==> config.mk <==
export PLATFORM = sky130hd
export DESIGN_NAME = float32_multiplier
export DESIGN_NICKNAME = d
export VERILOG_FILES = /design/src/rtl/fmul_pkg.sv /design/src/rtl/float32_multiplier.sv
export SDC_FILE = /design/constraint.sdc
export NUM_CORES = 2
export LEC_CHECK = 0
export BUFFER_PORTS_ARGS = -buffer_cell sky130_fd_sc_hd__buf_4
export CELL_PAD_IN_SITES_DETAIL_PLACEMENT = 1
export CELL_PAD_IN_SITES_GLOBAL_PLACEMENT = 2
export CORE_MARGIN = 1.5
export CORE_UTILIZATION = 39
export CTS_CLUSTER_SIZE = 24
export DETAILED_ROUTE_END_ITERATION = 12
export PLACE_DENSITY = 0.81
export REMOVE_ABC_BUFFERS = 1
export SYNTH_ARGS = -nofsm -noshare
export SYNTH_HDL_FRONTEND = slang
export SYNTH_SLANG_ARGS = --single-unit
==> constraint.sdc <==
create_clock -name clk -period 13.8 [get_ports clk]
set_clock_uncertainty 0.1 [all_clocks]
set_input_delay 2.07 -clock clk [delete_from_list [all_inputs] [get_ports clk]]
set_output_delay 2.07 -clock clk [all_outputs]
set_load 0.02 [all_outputs]
==> src/rtl/fmul_pkg.sv <==
`default_nettype none
package fmul_pkg;

  localparam int unsigned ExpW  = 8;
  localparam int unsigned FracW = 23;
  localparam int unsigned SigW  = FracW + 1;
  localparam int unsigned ProdW = 2 * SigW;
  localparam int unsigned LzcW  = 5;

  localparam logic [31:0] SignBit    = 32'h8000_0000;
  localparam logic [31:0] ExpMask    = 32'h7F80_0000;
  localparam logic [31:0] QuietBit   = 32'h0040_0000;
  localparam logic [31:0] DefaultNan = 32'h7FC0_0000;

  // Special-case class of an operand pair.
  typedef enum logic [2:0] {
    CLS_NAN_A,
    CLS_NAN_B,
    CLS_INVALID,
    CLS_INF,
    CLS_ZERO,
    CLS_FINITE
  } cls_t;

  // Count leading zeros of a 24-bit significand.
  function automatic logic [LzcW-1:0] lzc24(input logic [SigW-1:0] m);
    logic [LzcW-1:0] n;
    logic            found;
    n = LzcW'(SigW);
    found = 1'b0;
    for (int i = SigW - 1; i >= 0; i--) begin
      if (!found && m[i]) begin
        n = LzcW'(SigW - 1 - i);
        found = 1'b1;
      end
    end
    return n;
  endfunction

endpackage
`default_nettype wire

==> src/rtl/float32_multiplier.sv <==
// IEEE-754 single-precision multiplier, round to nearest even, full subnormal,
// infinity and NaN handling. A pair of operands is taken whenever start is high
// (busy is always low); its product appears with done high after classification,
// subnormal normalization and the 24x24 significand multiply into the product
// register, then normalization and rounding into the result register.
// One product per cycle is sustained. The receiver cannot stall: done is a
// one-cycle strobe and the result is lost if not sampled then.
`default_nettype none
module float32_multiplier (
  input  wire logic        clk,
  input  wire logic        rst,
  input  wire logic        start,
  output      logic        busy,
  input  wire logic [31:0] operand_a,
  input  wire logic [31:0] operand_b,
  output      logic        done,
  output      logic [31:0] product,
  output      logic        underflow_flag,
  output      logic        overflow_flag
);

  localparam int unsigned SigW  = fmul_pkg::SigW;
  localparam int unsigned ProdW = fmul_pkg::ProdW;
  localparam int unsigned LzcW  = fmul_pkg::LzcW;

  // Stage 1: classify, unpack, normalize subnormals, multiply.
  logic [30:0]       ma, mb;
  logic              nan_a, nan_b, inf_a, inf_b, zero_a, zero_b;
  fmul_pkg::cls_t    cls;
  logic [SigW-1:0]   sa, sb;
  logic [LzcW-1:0]   la, lb;
  logic signed [9:0] ea, eb;

  assign busy = 1'b0;

  always_comb begin
    ma = operand_a[30:0];
    mb = operand_b[30:0];
    inf_a  = ma == fmul_pkg::ExpMask[30:0];
    inf_b  = mb == fmul_pkg::ExpMask[30:0];
    nan_a  = ma[30:23] == 8'hFF && ma[22:0] != '0;
    nan_b  = mb[30:23] == 8'hFF && mb[22:0] != '0;
    zero_a = ma == '0;
    zero_b = mb == '0;
    if (nan_a) cls = fmul_pkg::CLS_NAN_A;
    else if (nan_b) cls = fmul_pkg::CLS_NAN_B;
    else if ((inf_a || inf_b) && (zero_a || zero_b)) cls = fmul_pkg::CLS_INVALID;
    else if (inf_a || inf_b) cls = fmul_pkg::CLS_INF;
    else if (zero_a || zero_b) cls = fmul_pkg::CLS_ZERO;
    else cls = fmul_pkg::CLS_FINITE;
    la = fmul_pkg::lzc24({1'b0, ma[22:0]});
    lb = fmul_pkg::lzc24({1'b0, mb[22:0]});
    if (ma[30:23] == '0) begin
      sa = SigW'({1'b0, ma[22:0]} << la);
      ea = 10'(-126) - 10'(la);
    end else begin
      sa = {1'b1, ma[22:0]};
      ea = 10'({2'b00, ma[30:23]}) - 10'(127);
    end
    if (mb[30:23] == '0) begin
      sb = SigW'({1'b0, mb[22:0]} << lb);
      eb = 10'(-126) - 10'(lb);
    end else begin
      sb = {1'b1, mb[22:0]};
      eb = 10'({2'b00, mb[30:23]}) - 10'(127);
    end
  end

  logic                v1;
  fmul_pkg::cls_t      cls1;
  logic                sign1;
  logic [31:0]         a1, b1;
  logic [ProdW-1:0]    p1;
  logic signed [10:0]  e1;

  always_ff @(posedge clk) begin
    if (rst) v1 <= 1'b0;
    else v1 <= start;
    cls1  <= cls;
    sign1 <= operand_a[31] ^ operand_b[31];
    a1    <= operand_a;
    b1    <= operand_b;
    p1    <= sa * sb;
    e1    <= 11'(ea) + 11'(eb);
  end

  // Stage 2: normalize, round, pack.
  logic [ProdW-1:0]   pn;
  logic signed [10:0] be;
  logic [6:0]         sh;
  logic [ProdW-1:0]   q, rem;
  logic [ProdW:0]     half;
  logic [ProdW:0]     qr;
  logic [31:0]        res;
  logic [32:0]        rn;

  always_comb begin
    if (p1[ProdW-1]) begin
      pn = p1;
      be = e1 + 11'(128);
    end else begin
      pn = p1 << 1;
      be = e1 + 11'(127);
    end
    // Everything rounds to zero once the shift passes the product width.
    if (be >= 11'sd1) sh = 7'd24;
    else if (be < -11'sd23) sh = 7'd49;
    else sh = 7'(11'sd25 - be);
    q    = pn >> sh;
    rem  = pn & ((ProdW'(1) << sh) - ProdW'(1));
    half = (ProdW+1)'(1) << (sh - 7'd1);
    qr   = {1'b0, q} + (ProdW+1)'({1'b0, rem} > half || ({1'b0, rem} == half && q[0]));
    rn   = 33'({be[7:0] - 8'd1, 23'd0}) + 33'(qr);
    res  = '0;
    case (cls1)
      fmul_pkg::CLS_NAN_A:   res = a1 | fmul_pkg::QuietBit;
      fmul_pkg::CLS_NAN_B:   res = b1 | fmul_pkg::QuietBit;
      fmul_pkg::CLS_INVALID: res = fmul_pkg::DefaultNan;
      fmul_pkg::CLS_INF:     res = {sign1, fmul_pkg::ExpMask[30:0]};
      fmul_pkg::CLS_ZERO:    res = {sign1, 31'd0};
      fmul_pkg::CLS_FINITE: begin
        if (be >= 11'sd255) res = {sign1, fmul_pkg::ExpMask[30:0]};
        else if (be >= 11'sd1) begin
          if (rn >= 33'(fmul_pkg::ExpMask)) res = {sign1, fmul_pkg::ExpMask[30:0]};
          else res = {sign1, rn[30:0]};
        end else res = {sign1, qr[30:0]};
      end
      default: res = fmul_pkg::DefaultNan;
    endcase
  end

  always_ff @(posedge clk) begin
    if (rst) done <= 1'b0;
    else done <= v1;
    product        <= res;
    underflow_flag <= res[30:23] == '0;
    overflow_flag  <= res[30:0] == fmul_pkg::ExpMask[30:0];
  end

endmodule
`default_nettype wire

After elaboration in Yosys (flattened, before gate mapping)

Index checks and enable logic that the tools add are counted.

Register bits: 163
Output and inout bits: 36

Add/sub/neg operators: 13
$mul: 1
Order comparisons: 5
Equal/unequal tests: 10
Shifts and indexed selects: 5
Muxes and demuxes: 106
Bitwise gates (word level): 2
Reduce and logical (&&, ||, !) cells: 105

Operators by type and width:

| operator                                                            | number |
|---|---|
| two-way mux 5 bit                                                   | 46 |
| case mux 32 bit (5 select lines)                                    | 1 |
| equality test 31 bit, second input constant                         | 3 |
| two-way mux 31 bit                                                  | 3 |
| logical NOT 31 bit                                                  | 2 |
| equality test 48 x 49 -> 1 bit                                      | 1 |
| > comparator 48 x 49 -> 1 bit                                       | 1 |
| << shifter 1 x 7 -> 49 bit, first input constant                    | 1 |
| AND 48 bit                                                          | 1 |
| logical AND 1 bit                                                   | 48 |
| multiplier 24 x 24 -> 48 bit                                        | 1 |
| two-way mux 24 bit                                                  | 2 |
| two-way mux 48 bit                                                  | 1 |
| << shifter 1 x 7 -> 48 bit, first input constant                    | 1 |
| << shifter 23 x 5 -> 24 bit                                         | 2 |
| >> shifter 48 x 7 -> 33 bit                                         | 1 |
| subtractor 48 x 1 -> 48 bit, second input constant                  | 1 |
| two-way mux 1 bit                                                   | 46 |
| nonzero test 23 bit                                                 | 2 |
| logical NOT 1 bit                                                   | 44 |
| adder 31 x 33 -> 33 bit                                             | 1 |
| adder 33 x 1 -> 33 bit                                              | 1 |
| greater-or-equal comparator 33 x 31 -> 1 bit, second input constant | 1 |
| logical NOT 8 bit                                                   | 3 |
| other kinds (24)                                                    | 33 |

Longest topological paths before layout

Depth in word-level cells: 70
Depth in mapped cells: 70
Depth with buffers taken out: 62

Worst setup path before layout

No wires, ideal clock.

Kind: input -> register
Start: input operand_a[22]
End: register p1[45]
Data arrival time: 12.777 ns
Data required time: 13.628 ns
Slack: 0.851 ns
Stages: 43
Buffers on the path: 3
Cell sequence: or3_1 > or4_1 > nor2_1 > and3_1 > nand2_1 > o41a_1 > clkbuf_1 > and2_1 > inv_2 > buf_1 > mux2i_1 > mux2i_1 > o31ai_1 > clkbuf_1 > nand2_1 > fa_1 > inv_1 > fa_1 > [7 not listed] > inv_1 > fa_1 > ha_1 > o21a_1 > o21ai_0 > a211o_1 > o21ai_0 > o41a_1 > a41o_1 > a21o_1 > o41a_1 > a41oi_1 > a21oi_1 > a21oi_1 > nor2_1 > o21ai_0 > nor2b_1 > xnor2_1

Word-level cells in the longest chain between the ends: 70

RTL lines:

| what                           | RTL line                 | text |
|---|---|---|
| start, declared                | float32_multiplier.sv:14 | `input wire logic [31:0] operand_a,` |
| two-way mux 1 bit              | fmul_pkg.sv:32           | `if (!found && m[i]) begin` |
| logical NOT 1 bit              | fmul_pkg.sv:32           |  |
| logical AND 1 bit              | fmul_pkg.sv:32           |  |
| two-way mux 1 bit              | fmul_pkg.sv:32           |  |
| logical NOT 1 bit              | fmul_pkg.sv:32           |  |
| logical AND 1 bit              | fmul_pkg.sv:32           |  |
| two-way mux 1 bit              | fmul_pkg.sv:32           |  |
| logical NOT 1 bit              | fmul_pkg.sv:32           |  |
| [54 not listed]                | --                       |  |
| logical AND 1 bit              | fmul_pkg.sv:32           |  |
| two-way mux 1 bit              | fmul_pkg.sv:32           |  |
| logical NOT 1 bit              | fmul_pkg.sv:32           |  |
| logical AND 1 bit              | fmul_pkg.sv:32           |  |
| two-way mux 5 bit              | fmul_pkg.sv:32           |  |
| << shifter 23 x 5 -> 24 bit    | float32_multiplier.sv:54 | `sa = SigW'({1'b0, ma[22:0]} << la);` |
| two-way mux 24 bit *           | float32_multiplier.sv:53 | `if (ma[30:23] == '0) begin` |
| multiplier 24 x 24 -> 48 bit * | float32_multiplier.sv:83 | `p1 <= sa * sb;` |
| end signal, assigned           | float32_multiplier.sv:83 |  |
| end, declared                  | float32_multiplier.sv:73 | `logic [ProdW-1:0] p1;` |

Mark *: on every way between the ends. The rest lies on a longest branch, timed or not.
A chain may end at the register's enable or synchronous reset.

Worst setup path after layout

Ends and elaborated chain as after synthesis.

==> results by group <==
Placed design
  – Dpl hpwl: 122000 um
  – PortBufs: 101
  – Pre-CTS setup slack: 0.0812 ns
  – Final Wtd Congestion: 1.02

Min path
  – Hold Startpoint: v1
  – Worst hold path class: register to register
  – Hold Path Sink: done
  – WHS Path Cells: 1

CTS
  – CTS tree: done
  – CTS H-Tree Depth: 4
  – Worst-path clk slew: 0.07 ns
  – CTS buffer count: 17
  – Hold Buf Count CTS: 0
  – Clk sink count: 161
  – Clk buf depth: 2
  – Clk root buf: clkbuf_16
  – Worst skew pair latency: 0.47 ns

Floorplanning
  – IO Pins: 103
  – Core Box Area: 88100 um2
  – Initial core utilization: 0.392
  – # rows: 109
  – Die area: 90400 um2
  – Die Wd: 301 um
  – Die Y: 301 um

Global routing
  – Largest net degree at the start of global routing: 119
  – All-Layer GR Usage: 0.325
  – Initial antenna violation count: 2
  – First-pass GRT wire length: 221000 um
  – Grt ovf: 0
  – Number of global-route vias before repair: 34196

Setup path
  – Slowest stage delay, CP: 0.66 ns
  – WS Path Type: input port to register
  – Worst path most repeated cell: fa_1
  – CP max stage cell: fa_1
  – Buf+Inv Stages, Crit Path: 3
  – Setup crit start kind: input port
  – FF-to-FF path depth: 59
  – Crit path max-delay family: adder cells
  – Critical path arrival: 13.45 ns
  – R2R Path End: overflow_flag
  – CP endpoint kind: register
  – Worst r2r src: e1[0]
  – R2r setup slk: 0.85 ns
  – CP Max Fanout: 6
  – Worst EP required: 14.09 ns

Logic synthesis
  – Share of the synthesized area in the top cell type: 0.280
  – Top cells by area, synth: fa_1 28%, dfxtp_1 9.3%, ha_1 9.3%
  – Cell area after synthesis: 34600 um2
  – Post-synth EDFFs: 0
  – Post-synthesis sequential area ratio: 0.0932
  – Syn Inst Count: 4374
  – Area leader, netlist: fa_1
  – Main synth FF type: dfxtp_1
  – Ys Warns: 0
  – Seq cells post-synth: 161
  – Yosys cell types: 117
  – Syn Area/Cell: 7.90 um2
  – Ys async rst share: 0

Layout
  – Layout fillers: 10751
  – Area of the multi-input gates: 28600 um2
  – Most common cell after layout, fill and taps aside: nand2_1
  – Layout cells sized above 1: 0.107
  – Total area of sequential cells: 3230 um2
  – Diode count: 0
  – Growth of design area from synthesis to finish: 10.4%
  – Nets@finish: 5274
  – Most frequent cells in the layout: 595 x nand2_1, 559 x inv_1, 484 x fa_1, 433 x nor2_1, 290 x buf_4

Route
  – ANT nets after route: 0
  – Drt initial violations: 2578
  – DRT Pass-1 Iters: 6
  – Via density: 5.85
  – Drt drc: 0
  – Routed wire length: 148000 um
  – Drt wl/cell: 26.1 um
  – Via count: 32997

Timing
  – Fmax: 76.0 MHz
  – Period minus WS final: 13.16 ns
  – Relative slew slack: 0.189
  – Final Hold Violating Endpoints: 0
  – Final Max Slew Viols: 0
  – Slew @ Worst Pin: 1.21 ns
  – Worst setup margin: 0.641 ns
  – RSZ-0062 raised after global routing: no
  – Period utilization: 0.954
  – Final setup fails: 0

Flow run
  – Count of max-cap constraint violations: 0

Outcome
  – Status: completed
## cell type report
| cell class | count | share of cell area |
|---|---|---|
| flip-flops and latches | 161 | 0.0846 |
| multi-input cells | 3431 | 0.748 |
| repair buffers | 292 | 0.0579 |
| inverters | 564 | 0.0556 |
| clock inverters | 15 | 0.00433 |
| clock buffers | 17 | 0.0111 |
| well taps | 1165 | 0.0382 |
## worst reg2reg max path: cells and delay by family, from the launching register on
kind	cells	cell delay (ns)
fa+ha+maj	6	1.81
xor+xnor	5	1.36
flops	1	0.38
compound gates	23	4.75
buf+inv	5	0.91
mux	1	0.31
simple gates	19	3.27
## worst max-delay path by stage
stage,slack (ns),depth (start not counted),endpoint,from
6_report,0.64,42,p1[45],operand_a[22]
5_1_grt,0.01,61,underflow_flag,e1[0]
4_1_cts,0.32,60,overflow_flag,e1[0]
3_5_place_dp,0.08,44,p1[45],operand_a[22]
3_3_place_gp,0.17,44,p1[45],operand_a[22]
2_1_floorplan,-3.30,56,overflow_flag,p1[47]
## layer usage
metal / global-route usage / vias up / routed length [um]
li1: - / 14718 / -
met3: 0.0429 / 284 / 8990
met4: 0.132 / 2 / 6590
met5: 0.00688 / - / 90
met1: 0.428 / 16813 / 62600
met2: 0.537 / 1180 / 69200
## stage by stage
stage | cell area (um2) | cells | setup TNS (ns) | hold WS (ns) | utilization
CTS | 38100 | 5645 | 0 | 0.352 | 0.432
floorplan | 33700 | 4156 | -100.0 | 0.314 | -
global placement | 37500 | 5613 | 0 | 0.318 | 0.425
detailed placement | 37500 | 5613 | 0 | 0.334 | 0.425
global route | 38200 | 5645 | 0 | 0.368 | 0.433
finish | 38200 | 5645 | 0 | 0.343 | 0.433
## flip-flops by register name (all words and copies together), names as in the netlist, 3 cells and up
name,count
a1,31
b1,31
cls1,3
e1,11
p1,48
product,32
## Yosys cell counts, types with 22 or more instances
| cell type | n |
|---|---|
| nand3_1 | 105 |
| a211oi_1 | 56 |
| and2_1 | 59 |
| o21ai_1 | 33 |
| nor2b_1 | 46 |
| nand2_1 | 596 |
| xnor2_1 | 80 |
| buf_2 | 33 |
| ha_1 | 256 |
| a31oi_1 | 22 |
| o21ai_0 | 161 |
| nand2b_1 | 31 |
| fa_1 | 484 |
| mux2_2 | 23 |
| a21o_1 | 49 |
| nor2_1 | 435 |
| dfxtp_1 | 161 |
| nor3_1 | 91 |
| clkbuf_1 | 163 |
| mux2i_1 | 126 |
| nand4_1 | 39 |
| buf_1 | 23 |
| inv_1 | 560 |
| a22oi_1 | 28 |
| a21oi_1 | 245 |
| xor2_1 | 46 |
| nor4_1 | 40 |
## kinds of logic (layout without fill, tap and decap cells)
family / Yosys count / after routing / synth area share
adders and majority gates: 740 / 740 / 0.373
other: 2 / 14 / 0.000217
DFF: 161 / 161 / 0.0932
xor gates and xnor gates: 128 / 128 / 0.0332
and+or+nand+nor: 1562 / 1562 / 0.208
buffers and inverters: 794 / 888 / 0.0889
AOI/OAI and AO/OA: 835 / 835 / 0.158
muxes: 152 / 152 / 0.0456
## repair_timing
action | CTS | global route
setup endpoints to repair | 0 | 29
setup buffers | 0 | 0
gates resized for setup | 0 | 27
Power is not shown: default switching activity piles up to over one toggle a cycle in this logic, so the estimate is an artifact.
